`src/design/gpq_pkg.sv`:
```
// ----------------------------------------------------------------------------
// gpq_pkg
// Shared types, constants and phase-update functions for the gamepad input
// qualifier.
// ----------------------------------------------------------------------------
package gpq_pkg;

  // Stream and field widths
  localparam int IN_W        = 112;  // input tdata, padded to whole bytes
  localparam int OUT_W       = 56;   // output tdata, padded to whole bytes
  localparam int LEVEL_W     = 15;
  localparam int AXIS_W      = 16;
  localparam int CFG_INDEX_W = 8;

  // Channels carried by the snapshot and by the result
  localparam int IN_BUTTONS  = 16;
  localparam int IN_TRIGGERS = 2;
  localparam int IN_AXES     = 4;

  // Register indexes
  localparam logic [CFG_INDEX_W-1:0] REG_PRESS_LEVEL = 8'd0;
  localparam logic [CFG_INDEX_W-1:0] REG_DEAD_LEVEL  = 8'd1;

  localparam logic [LEVEL_W-1:0] PRESS_LEVEL_RESET = 15'd16383;
  localparam logic [LEVEL_W-1:0] DEAD_LEVEL_RESET  = 15'd6553;

  typedef enum logic [1:0] {
    KP_IDLE   = 2'd0,
    KP_DOWN   = 2'd1,
    KP_REPEAT = 2'd2,
    KP_UP     = 2'd3
  } key_phase_t;

  typedef enum logic [2:0] {
    AX_IDLE        = 3'd0,
    AX_POS_DOWN    = 3'd1,
    AX_POS_REPEAT  = 3'd2,
    AX_POS_RELEASE = 3'd3,
    AX_NEG_DOWN    = 3'd4,
    AX_NEG_REPEAT  = 3'd5,
    AX_NEG_RELEASE = 3'd6
  } axis_phase_t;

  // Snapshot as packed on the input stream, last field in the low bits
  typedef struct packed {
    logic [IN_AXES-1:0][AXIS_W-1:0]      stick_value;
    logic [IN_TRIGGERS-1:0][LEVEL_W-1:0] trigger_level;
    logic [IN_BUTTONS-1:0]               button_bits;
    logic                                connected;
  } snapshot_t;

  // Result as packed on the output stream, last field in the low bits
  typedef struct packed {
    logic [IN_AXES-1:0][2:0]     axis_code;
    logic [IN_TRIGGERS-1:0][1:0] trigger_code;
    logic [2*IN_BUTTONS-1:0]     button_codes;
    logic                        is_connected;
  } result_t;

  function automatic key_phase_t key_next(key_phase_t ph, logic pressed);
    key_phase_t r;
    if (pressed) begin
      r = (ph == KP_IDLE) ? KP_DOWN : KP_REPEAT;
    end else if (ph == KP_DOWN || ph == KP_REPEAT) begin
      r = KP_UP;
    end else begin
      r = KP_IDLE;
    end
    return r;
  endfunction

  function automatic axis_phase_t axis_next(axis_phase_t ph, logic pos, logic neg,
                                            logic centered);
    axis_phase_t r;
    r = ph;
    if (pos) begin
      r = (ph == AX_IDLE) ? AX_POS_DOWN : AX_POS_REPEAT;
    end else if (neg) begin
      r = (ph == AX_IDLE) ? AX_NEG_DOWN : AX_NEG_REPEAT;
    end else if (centered) begin
      case (ph) inside
        AX_POS_DOWN, AX_POS_REPEAT: r = AX_POS_RELEASE;
        AX_NEG_DOWN, AX_NEG_REPEAT: r = AX_NEG_RELEASE;
        default:                    r = AX_IDLE;
      endcase
    end
    return r;
  endfunction

endpackage

```
`src/design/gpq_key_bank.sv`:
```
// ----------------------------------------------------------------------------
// gpq_key_bank
// Phase registers and next-phase logic for a bank of digital keys
// (buttons, or triggers already compared against the press level).
// ----------------------------------------------------------------------------
module gpq_key_bank import gpq_pkg::*; #(
  parameter int N = 16
) (
  input  logic       clk,
  input  logic       rst,
  input  logic       update,
  input  logic [N-1:0] pressed,
  output key_phase_t phase_next [N]
);

  key_phase_t phase [N];

  always_comb begin
    for (int i = 0; i < N; i++) begin
      phase_next[i] = key_next(phase[i], pressed[i]);
    end
  end

  always_ff @(posedge clk) begin
    if (rst) begin
      for (int i = 0; i < N; i++) phase[i] <= KP_IDLE;
    end else if (update) begin
      for (int i = 0; i < N; i++) phase[i] <= phase_next[i];
    end
  end

endmodule

```
`src/design/gpq_axis_bank.sv`:
```
// ----------------------------------------------------------------------------
// gpq_axis_bank
// Phase registers, dead-zone and press-level classification for a bank of
// signed stick axes.
// ----------------------------------------------------------------------------
module gpq_axis_bank import gpq_pkg::*; #(
  parameter int N = 4
) (
  input  logic                     clk,
  input  logic                     rst,
  input  logic                     update,
  input  logic [N-1:0][AXIS_W-1:0] value,
  input  logic [LEVEL_W-1:0]       press_level,
  input  logic [LEVEL_W-1:0]       dead_level,
  output axis_phase_t              phase_next [N]
);

  axis_phase_t phase [N];

  always_comb begin
    for (int i = 0; i < N; i++) begin
      logic [AXIS_W:0] vext;
      logic [AXIS_W:0] mag;
      logic            centered;
      logic            over;
      vext     = {value[i][AXIS_W-1], value[i]};
      // magnitude of a 16-bit value fits 17 bits unsigned (up to 32768)
      mag      = value[i][AXIS_W-1] ? ((AXIS_W+1)'(0) - vext) : vext;
      centered = mag < {2'b00, dead_level};
      over     = mag > {2'b00, press_level};
      // a centered value is zeroed and so is never beyond the press level;
      // after zeroing, "inside the dead zone" is the centered test itself
      phase_next[i] = axis_next(phase[i],
                                !centered && !value[i][AXIS_W-1] && over,
                                !centered && value[i][AXIS_W-1] && over,
                                centered);
    end
  end

  always_ff @(posedge clk) begin
    if (rst) begin
      for (int i = 0; i < N; i++) phase[i] <= AX_IDLE;
    end else if (update) begin
      for (int i = 0; i < N; i++) phase[i] <= phase_next[i];
    end
  end

endmodule

```
`src/design/gamepad_input_qualifier_top.sv`:
```
// ----------------------------------------------------------------------------
// gamepad_input_qualifier_top
// Gamepad snapshot qualifier: button and trigger edge phases, stick dead zone
// and press-level phases, one result per snapshot.
// ----------------------------------------------------------------------------
// Each snapshot transfer on the input stream yields exactly one result
// transfer on the output stream. The block takes one snapshot per cycle at
// full rate while the output is not stalled. A snapshot passes through the
// input register, then the per-channel phase update, then the result
// register. Button, trigger and axis phases advance only on connected
// snapshots; a disconnected snapshot leaves them untouched and reports
// is_connected = 0 with every code 0. All phases reset to idle.
// press_level and dead_level are written through the config port (index 0
// and 1) and must only change while no snapshot is in flight. Buttons beyond
// the sixteen input bits read as released, triggers and axes beyond the
// snapshot read as zero; only the channels that fit the result fields are
// reported.
// ----------------------------------------------------------------------------
module gamepad_input_qualifier_top import gpq_pkg::*; #(
  parameter int NUM_BUTTONS  = 16,
  parameter int NUM_TRIGGERS = 2,
  parameter int NUM_AXES     = 4
) (
  input  logic                   clk,
  input  logic                   rst,
  // Snapshot stream.
  // s_tdata, low bit up: connected[0], button_bits[16:1],
  // trigger_left[31:17], trigger_right[46:32], stick_left_x[62:47],
  // stick_left_y[78:63], stick_right_x[94:79], stick_right_y[110:95], zero[111]
  input  logic                   s_tvalid,
  output logic                   s_tready,
  input  logic [IN_W-1:0]        s_tdata,
  // Result stream.
  // m_tdata, low bit up: is_connected[0], button_codes[32:1],
  // trigger_left_code[34:33], trigger_right_code[36:35], axis0_code[39:37],
  // axis1_code[42:40], axis2_code[45:43], axis3_code[48:46], zero[55:49]
  output logic                   m_tvalid,
  input  logic                   m_tready,
  output logic [OUT_W-1:0]       m_tdata,
  // Register writes
  input  logic                   cfg_valid,
  output logic                   cfg_ready,
  input  logic [CFG_INDEX_W-1:0] cfg_index,
  input  logic [LEVEL_W-1:0]     cfg_data
);

  // Configuration registers
  logic [LEVEL_W-1:0] press_level;
  logic [LEVEL_W-1:0] dead_level;

  // Input register
  snapshot_t in_q;
  logic      in_valid;
  logic      in_adv;

  // Result register
  result_t out_q;
  result_t result_next;

  key_phase_t  btn_next  [NUM_BUTTONS];
  key_phase_t  trg_next  [NUM_TRIGGERS];
  axis_phase_t axis_next_ph [NUM_AXES];

  logic [NUM_BUTTONS-1:0]          btn_pressed;
  logic [NUM_TRIGGERS-1:0]         trg_pressed;
  logic [NUM_AXES-1:0][AXIS_W-1:0] stick_in;
  logic                            update;

  // Writes are always taken; the user must write only while the block is idle, which the block itself does not enforce.
  assign cfg_ready = 1'b1;

  always_ff @(posedge clk) begin
    if (rst) begin
      press_level <= PRESS_LEVEL_RESET;
      dead_level  <= DEAD_LEVEL_RESET;
    end else if (cfg_valid) begin
      unique case (cfg_index)
        REG_PRESS_LEVEL: press_level <= cfg_data;
        REG_DEAD_LEVEL:  dead_level  <= cfg_data;
        default: ;  // drop writes to unknown indexes
      endcase
    end
  end

  // Advance the input register into the result register whenever the result
  // slot is empty or is being drained in this same cycle.
  assign in_adv   = in_valid && (!m_tvalid || m_tready);
  assign s_tready = !in_valid || in_adv;
  // Phases move only for connected snapshots.
  assign update   = in_adv && in_q.connected;

  always_ff @(posedge clk) begin
    if (rst) begin
      in_valid <= 1'b0;
    end else if (s_tready) begin
      in_valid <= s_tvalid;
    end
  end

  always_ff @(posedge clk) begin
    if (s_tvalid && s_tready) begin
      in_q <= snapshot_t'(s_tdata[$bits(snapshot_t)-1:0]);
    end
  end

  // Map snapshot fields onto the configured channel counts; extra channels
  // read as released or zero.
  for (genvar i = 0; i < NUM_BUTTONS; i++) begin : g_btn
    if (i < IN_BUTTONS) begin : g_in
      assign btn_pressed[i] = in_q.button_bits[i];
    end else begin : g_zero
      assign btn_pressed[i] = 1'b0;
    end
  end

  for (genvar i = 0; i < NUM_TRIGGERS; i++) begin : g_trg
    if (i < IN_TRIGGERS) begin : g_in
      assign trg_pressed[i] = in_q.trigger_level[i] > press_level;
    end else begin : g_zero
      assign trg_pressed[i] = 1'b0;
    end
  end

  for (genvar i = 0; i < NUM_AXES; i++) begin : g_axis
    if (i < IN_AXES) begin : g_in
      assign stick_in[i] = in_q.stick_value[i];
    end else begin : g_zero
      assign stick_in[i] = '0;
    end
  end

  gpq_key_bank #(.N(NUM_BUTTONS)) u_buttons (
    .clk        (clk),
    .rst        (rst),
    .update     (update),
    .pressed    (btn_pressed),
    .phase_next (btn_next)
  );

  gpq_key_bank #(.N(NUM_TRIGGERS)) u_triggers (
    .clk        (clk),
    .rst        (rst),
    .update     (update),
    .pressed    (trg_pressed),
    .phase_next (trg_next)
  );

  gpq_axis_bank #(.N(NUM_AXES)) u_axes (
    .clk         (clk),
    .rst         (rst),
    .update      (update),
    .value       (stick_in),
    .press_level (press_level),
    .dead_level  (dead_level),
    .phase_next  (axis_next_ph)
  );

  // Assemble the result; a disconnected snapshot reports all codes as zero.
  always_comb begin
    result_next              = '0;
    result_next.is_connected = in_q.connected;
    if (in_q.connected) begin
      for (int i = 0; i < NUM_BUTTONS; i++) begin
        if (i < IN_BUTTONS) result_next.button_codes[2*i +: 2] = btn_next[i];
      end
      for (int i = 0; i < NUM_TRIGGERS; i++) begin
        if (i < IN_TRIGGERS) result_next.trigger_code[i] = trg_next[i];
      end
      for (int i = 0; i < NUM_AXES; i++) begin
        if (i < IN_AXES) result_next.axis_code[i] = axis_next_ph[i];
      end
    end
  end

  always_ff @(posedge clk) begin
    if (rst) begin
      m_tvalid <= 1'b0;
    end else if (in_adv) begin
      m_tvalid <= 1'b1;
    end else if (m_tready) begin
      m_tvalid <= 1'b0;
    end
  end

  always_ff @(posedge clk) begin
    if (in_adv) begin
      out_q <= result_next;
    end
  end

  assign m_tdata = {(OUT_W - $bits(result_t))'(0), out_q};

  // --------------------------------------------------------------------------
  // Assertions
  // --------------------------------------------------------------------------

  // A disconnected result carries no codes.
  a_disconnected_zero: assert property (@(posedge clk) disable iff (rst)
    (m_tvalid && !out_q.is_connected) |->
      (out_q.button_codes == '0 && out_q.trigger_code == '0 && out_q.axis_code == '0))
    else $error("disconnected result carries nonzero codes");

  // An empty result slot never stalls the input side.
  a_ready_when_empty: assert property (@(posedge clk) disable iff (rst)
    !m_tvalid |-> s_tready)
    else $error("input stalled while result slot empty");

  // A snapshot moved forward always shows up as a pending result.
  a_advance_fills: assert property (@(posedge clk) disable iff (rst)
    in_adv |=> m_tvalid)
    else $error("advanced snapshot lost");

  // The unused axis code never reaches the output.
  for (genvar i = 0; i < IN_AXES; i++) begin : g_axis_chk
    a_axis_code_legal: assert property (@(posedge clk) disable iff (rst)
      m_tvalid |-> out_q.axis_code[i] != 3'd7)
      else $error("illegal axis code on output");
  end

endmodule
```
`config.mk`:
```
export PLATFORM = sky130hd
export DESIGN_NAME = gamepad_input_qualifier_top
export DESIGN_NICKNAME = d
export VERILOG_FILES = /design/src/design/gpq_pkg.sv /design/src/design/gpq_key_bank.sv /design/src/design/gpq_axis_bank.sv /design/src/design/gamepad_input_qualifier_top.sv
export SDC_FILE = /design/constraint.sdc
export NUM_CORES = 1
export LEC_CHECK = 0
export BUFFER_PORTS_ARGS = -buffer_cell sky130_fd_sc_hd__buf_4
export CAP_MARGIN = 25
export CORE_MARGIN = 2
export CORE_UTILIZATION = 51
export DETAILED_ROUTE_END_ITERATION = 8
export PLACE_DENSITY = 0.72
export SLEW_MARGIN = 10
export SYNTH_ARGS = -nofsm -noshare
export SYNTH_HDL_FRONTEND = slang
export SYNTH_HIERARCHICAL = 1
export SYNTH_SLANG_ARGS = --single-unit
```
`constraint.sdc`:
```
create_clock -name clk -period 5.5 [get_ports clk]
set_clock_uncertainty 0.2 [all_clocks]
set_input_delay 0.55 -clock clk [delete_from_list [all_inputs] [get_ports clk]]
set_output_delay 0.55 -clock clk [all_outputs]
set_load 0.05 [all_outputs]
```
== After elaboration in Yosys (flattened, before gate mapping) ==
Memories as Yosys holds them, arrays and structs flattened.
Cells that the tools add are included.

* Bits of input ports: 140
* Output and inout port bits: 59
* Memories kept: 3
* Memory bits (writable): 48
* ROM bits: 0
* Logic and storage cells: 310
* Register bits: 192
* Bits in latches: 0

* Reduce and logical (&&, ||, !) cells: 83
* Multipliers: 0
* Multiplexer cells: 115
* Add/subtract/negate cells: 4
* Equality and inequality tests: 53
* Bitwise gates (word level): 22
* Div/mod/pow operators: 0
* Magnitude comparators: 10
* Shift-type cells: 0

{| class="wikitable"
|+ Memories
! memory !! words !! bits a word !! read ports !! clocked after Yosys merged registers in !! write ports !! RTL line !! source
|-
| u_buttons.phase || 16 || 2 || 16 || 0 || 16 || gpq_key_bank.sv:16 || <nowiki>key_phase_t phase [N];</nowiki>
|-
| u_axes.phase || 4 || 3 || 4 || 0 || 4 || gpq_axis_bank.sv:18 || <nowiki>axis_phase_t phase [N];</nowiki>
|-
| u_triggers.phase || 2 || 2 || 2 || 0 || 2 || gpq_key_bank.sv:16 ||
|}

{| class="wikitable"
|+ Operator list
! kind !! number
|-
| 2-to-1 mux 2 bit || 76
|-
| 2-to-1 mux 3 bit || 24
|-
| greater-than comparator 17 x 15 -> 1 bit || 4
|-
| less-than comparator 17 x 15 -> 1 bit || 4
|-
| 2-to-1 mux 17 bit || 4
|-
| subtractor 1 x 16 -> 17 bit (first input constant) || 4
|-
| equality test 2 x 1 -> 1 bit (second input constant) || 18
|-
| equality test 2 bit (second input constant) || 18
|-
| logical NOT 2 bit || 18
|-
| greater-than comparator 15 bit || 2
|-
| equality test 3 bit (second input constant) || 8
|-
| bitwise OR 1 bit || 22
|-
| logical OR 1 bit || 20
|-
| logical AND 1 bit || 19
|-
| OR reduction 2 bit || 8
|-
| equality test 3 x 1 -> 1 bit (second input constant) || 4
|-
| equality test 3 x 2 -> 1 bit (second input constant) || 4
|-
| logical NOT 3 bit || 4
|-
| 2-to-1 mux 1 bit || 11
|-
| logical NOT 1 bit || 10
|-
| equality test 8 x 1 -> 1 bit (second input constant) || 1
|-
| logical NOT 8 bit || 1
|-
| AND reduction 2 bit || 2
|-
| nonzero test 2 bit || 1
|}

== Depth between registers and ports, before layout ==
* Word-level depth: 9
* Gate-level depth with buffers: 16
* Gate-level depth less buffers: 16

== Hierarchy ==
Netlist, hierarchy kept.

{| class="wikitable"
|+ Modules (own cells, without submodules)
! module !! area an instance (um^2) !! seq. area each (um^2) !! instances !! cells each
|-
| gamepad_input_qualifier_top || 7059.3 || 5445.2 || 1 || 436
|-
| gpq_axis_bank || 4864.7 || 360.3 || 1 || 620
|-
| gpq_key_bank (u_buttons) || 2108.3 || 960.9 || 1 || 203
|-
| gpq_key_bank (u_triggers) || 266.5 || 120.1 || 1 || 28
|}

== Least setup slack after synthesis ==
OpenSTA, ideal clock, no wires.

* Path kind: register to register
* From: register m_tvalid
* To: memory u_buttons/phase[0][0] (netlist bit), enable pin
* Setup slack: 1.029 ns
* Clock period less this slack: 4.471 ns
* Stages on the path, launching flop included: 5
* Data arrival time: 3.897 ns
* Data required time: 4.925 ns
* Path through: dfxtp_1 -> nor2b_1 -> nor2b_1 -> and2_1 -> or2_2

{| class="wikitable"
|+ RTL lines
! what !! RTL line !! source
|-
| from (decl) || gamepad_input_qualifier_top.sv:37 || <nowiki>output logic m_tvalid,</nowiki>
|-
| from (signal assigned) || gamepad_input_qualifier_top.sv:177 || <nowiki>m_tvalid <= 1'b0;</nowiki>
|-
| from (signal assigned) || gamepad_input_qualifier_top.sv:179 || <nowiki>m_tvalid <= 1'b1;</nowiki>
|-
| from (signal assigned) || gamepad_input_qualifier_top.sv:181 || <nowiki>m_tvalid <= 1'b0;</nowiki>
|-
| to (decl) || gpq_key_bank.sv:16 ||
|}

==> impl_results.html <==
<table>
<tr><th>Metric</th><th>Value</th></tr>
<tr><th colspan="2">Timing</th></tr>
<tr><td>Final number of hold-violating endpoints</td><td>0</td></tr>
<tr><td>Number of pins with negative max-slew slack in the final report</td><td>0</td></tr>
<tr><td>Total Neg Setup Slack</td><td>0 ps</td></tr>
<tr><td>Max-slew headroom</td><td>0.334</td></tr>
<tr><td>Transition time of the tightest slew-check pin</td><td>999 ps</td></tr>
<tr><td>Setup slack of the critical path after layout</td><td>984 ps</td></tr>
<tr><td>Count of endpoints failing setup in the final report</td><td>0</td></tr>
<tr><td>Maximum frequency from static timing analysis</td><td>221 MHz</td></tr>
<tr><td>Final period utilization</td><td>0.821</td></tr>
<tr><td>Setup repair after global routing missed its margin</td><td>no</td></tr>
<tr><td>Shortest period the worst path allows</td><td>4520 ps</td></tr>
<tr><th colspan="2">Final layout</th></tr>
<tr><td>Total area of sequential cells</td><td>6890 sq um</td></tr>
<tr><td>Top library cells by usage in the layout, fill and taps aside</td><td>edfxtp_1, buf_4, ha_1</td></tr>
<tr><td>Fill cell total of the finished layout</td><td>2188</td></tr>
<tr><td>Area taken by multi-input logic gates</td><td>6850 sq um</td></tr>
<tr><td>Synthesis-to-finish area growth</td><td>26.4%</td></tr>
<tr><td>Share of final-layout standard cells stronger than drive strength 1</td><td>0.167</td></tr>
<tr><td>Utilization of the core after routing</td><td>0.652</td></tr>
<tr><td>Most common library cell in the layout ignoring fill and taps</td><td>edfxtp_1</td></tr>
<tr><td>Final-stage net count</td><td>1919</td></tr>
<tr><th colspan="2">Power and ir drop</th></tr>
<tr><td>PnR Total Power</td><td>0.00470 W</td></tr>
<tr><td>Peak ir drop on the vdd network</td><td>0.268 mV</td></tr>
<tr><td>Cell area power density</td><td>260 nW/um^2</td></tr>
<tr><td>Leakage</td><td>7.92 nW</td></tr>
<tr><th colspan="2">CTS</th></tr>
<tr><td>CTS tree</td><td>yes</td></tr>
<tr><td>CTS Sinks</td><td>240</td></tr>
<tr><td>Count of cells resized by post-cts repair</td><td>0</td></tr>
<tr><td>Num CTS Buffers</td><td>28</td></tr>
<tr><td>Number of levels in the clock H-tree</td><td>1</td></tr>
<tr><td>Maximum count of clock buffers along a single path</td><td>3</td></tr>
<tr><td>Latest clock arrival within the worst-skew pair</td><td>550 ps</td></tr>
<tr><td>Post-CTS clock slew at the launch and capture registers of the worst setup and hold paths</td><td>60 ps</td></tr>
<tr><td>Root Driver</td><td>clkbuf_16</td></tr>
<tr><th colspan="2">Setup path</th></tr>
<tr><td>Data arrival time of the critical path</td><td>4610 ps</td></tr>
<tr><td>Worst Path Required</td><td>5600 ps</td></tr>
<tr><td>Critical path startpoint category</td><td>flip-flop</td></tr>
<tr><td>Nature of the critical path endpoint</td><td>flip-flop</td></tr>
<tr><td>Critical path peak fanout</td><td>4</td></tr>
<tr><td>Class of the most critical setup path</td><td>reg2reg</td></tr>
<tr><th colspan="2">Placement</th></tr>
<tr><td>Number of buffers added on ports</td><td>189</td></tr>
<tr><td>Place WS</td><td>1050 ps</td></tr>
<tr><td>Half-perimeter wire length after detailed placement</td><td>23.8 mm</td></tr>
<tr><td>Final RePlAce weighted congestion</td><td>0.873</td></tr>
<tr><th colspan="2">Synth</th></tr>
<tr><td>Number of synthesized flops with an enable pin</td><td>208</td></tr>
<tr><td>Netlist cell types</td><td>78</td></tr>
<tr><td>Cell types with the largest area share after synthesis</td><td>edfxtp_1, ha_1, dfxtp_1</td></tr>
<tr><td>Part of the Yosys area used for sequential elements</td><td>0.482</td></tr>
<tr><td>Synth Cell Area</td><td>14300 sq um</td></tr>
<tr><td>Top_reg_cell synth</td><td>edfxtp_1</td></tr>
<tr><td>Area share of the largest cell type after synthesis</td><td>0.437</td></tr>
<tr><td>Synth area leader</td><td>edfxtp_1</td></tr>
<tr><td>Average instance area after synthesis</td><td>11.1 sq um</td></tr>
<tr><td>Gate count of the mapped netlist</td><td>1287</td></tr>
<tr><td>Synth Warn #</td><td>6</td></tr>
<tr><td>Share of flip-flops with an asynchronous set or reset</td><td>0</td></tr>
<tr><td>Number of flip-flops and latches in the synthesized netlist</td><td>240</td></tr>
<tr><th colspan="2">Min path</th></tr>
<tr><td>Min-Delay Path Class</td><td>in2reg</td></tr>
<tr><th colspan="2">Die</th></tr>
<tr><td>Width of the die</td><td>171 microns</td></tr>
<tr><td>Starting utilization of the core area</td><td>0.516</td></tr>
<tr><td>Die area</td><td>29400 sq um</td></tr>
<tr><td>Num rows</td><td>61</td></tr>
<tr><td>Die Height</td><td>171 microns</td></tr>
<tr><td>Number of ports placed on the die boundary</td><td>199</td></tr>
<tr><td>Core region area</td><td>27700 sq um</td></tr>
<tr><th colspan="2">GRT</th></tr>
<tr><td>Pin count of the biggest net entering global routing</td><td>72</td></tr>
<tr><td>Total overflow reported by the global router</td><td>0</td></tr>
<tr><td>GRT Overall Usage</td><td>0.227</td></tr>
<tr><td>Antenna violations before repair</td><td>1</td></tr>
<tr><td>First-pass GRT wire length</td><td>52.2 mm</td></tr>
<tr><td>Number of global-route vias before repair</td><td>10400</td></tr>
<tr><th colspan="2">Job</th></tr>
<tr><td>Count of maximum capacitance violations</td><td>0</td></tr>
<tr><th colspan="2">Routing</th></tr>
<tr><td>Post-Route WL</td><td>33.8 mm</td></tr>
<tr><td>Ratio of routed vias to standard cells</td><td>5.31</td></tr>
<tr><td>Initial DRT Pass Iterations</td><td>5</td></tr>
<tr><td>DR iter-0 viols</td><td>611</td></tr>
<tr><td>Length of routed met2 wiring</td><td>16.2 mm</td></tr>
<tr><td>Final antenna-violating net count</td><td>0</td></tr>
<tr><td>Detail-routed net length per standard cell</td><td>16.9 microns</td></tr>
<tr><td>WL met1</td><td>15.1 mm</td></tr>
<tr><td>Highest metal layer with signal wires</td><td>met4</td></tr>
<tr><td>Total vias in the final route</td><td>10600</td></tr>
<tr><td>Met3 wirelength from detailed routing</td><td>1.39 mm</td></tr>
<tr><td>DRC violations left</td><td>0</td></tr>
<tr><th colspan="2">Outcome</th></tr>
<tr><td>Result of the run</td><td>completed</td></tr>
</table>
==> sequential cells by signal, indices dropped and copies added (netlist names) <==
| name | flops |
|---|---|
| btn_pressed | 16 |
| dead_level | 15 |
| in_q | 95 |
| in_valid | 1 |
| m_tdata | 49 |
| m_tvalid | 1 |
| press_level | 15 |
| u_axes/phase | 12 |
| u_buttons/phase | 32 |
| u_triggers/phase | 4 |
==> per-layer routing <==
layer / track usage / vias to the layer above
li1: - / 5292
met1: 0.301 / 4977
met2: 0.387 / 256
met3: 0.0272 / 68
met4: 0.0792 / 0
met5: 0 / -
==> Yosys cell counts (5+ instances only) <==
cell type,instances
edfxtp_1,208
ha_1,186
nand2_1,114
inv_1,104
a21oi_1,86
nor2_1,61
and2_1,54
xnor2_1,51
o21ai_0,40
nand2b_1,33
dfxtp_1,32
nor2b_1,22
nand3_1,20
nand4_1,20
a21o_1,19
o31ai_1,17
clkbuf_1,16
o211ai_1,16
nor3_1,13
mux2i_1,12
a211o_1,10
buf_2,8
buf_4,8
nor4_1,8
a211oi_1,7
o41ai_1,7
and3_1,6
mux2_2,6
or3_1,6
or4_1,6
a31oi_1,5
nand3b_1,5
or2_2,5
==> worst paths after layout <==
kind | slack [ps] | to | start | cells after the start
worst max-delay path | 980 | m_tdata[41] | in_q[67] | 14
worst min-delay path | 40 | press_level[9] | cfg_data[9] | 3
worst max register to register | 980 | m_tdata[41] | in_q[67] | 14
worst min register to register | 270 | dead_level[8] | dead_level[8] | 1
==> stage by stage <==
step                      area [sq um]  hold slack [ps]  instances
after floorplan                  14300              235       1293
after global placement           16100              244       1828
after detailed placement         16100              250       1828
after CTS                        18100             13.9       1993
after global routing             18100             17.3       1994
final                            18100             36.2       1994
==> critical path, stage by stage, from the launching register on <==
cell and delay, ps:
edfxtp_1 430, or4_1 580, or3_1 420, o41ai_1 330, xnor2_1 220, ha_1 280
nand2_1 100, nor2_1 60, a2111oi_0 420, nor2_1 100, o31ai_1 470, nor3b_1 230
o21ai_0 110, and3_1 170, and2_1 150
==> logic make-up after synthesis <==
family | share of synthesized area
adders and majority gates | 0.163
other | 0.000525
buffers and inverters | 0.0417
xor gates and xnor gates | 0.0319
and+or+nand+nor | 0.152
AOI/OAI and AO/OA | 0.114
muxes | 0.0152
DFF | 0.482
==> layout make-up <==
cell class / count / share of cell area
multi-input combinational: 913 / 0.379
tap: 378 / 0.0262
inverter: 104 / 0.0216
clock buffer: 43 / 0.0447
clock inverter: 9 / 0.00422
antenna: 1 / 0.000138
sequential: 240 / 0.381
timing repair buffer: 306 / 0.143
==> timing repair <==
item                                    4_1_cts  5_1_grt
endpoints found under the setup margin        0        0
hold buffers                                113        0
buffers inserted                              0        0
hold endpoints to repair                    113        0
==> power breakdown <==
group	total, W	switching, W	internal (W)
sequential	0.00216	0.0000648	0.00210
clock	0.00175	0.000735	0.00101
combinational	0.000789	0.000429	0.000359
No activity file was read; power rests on OpenSTA's default activity.
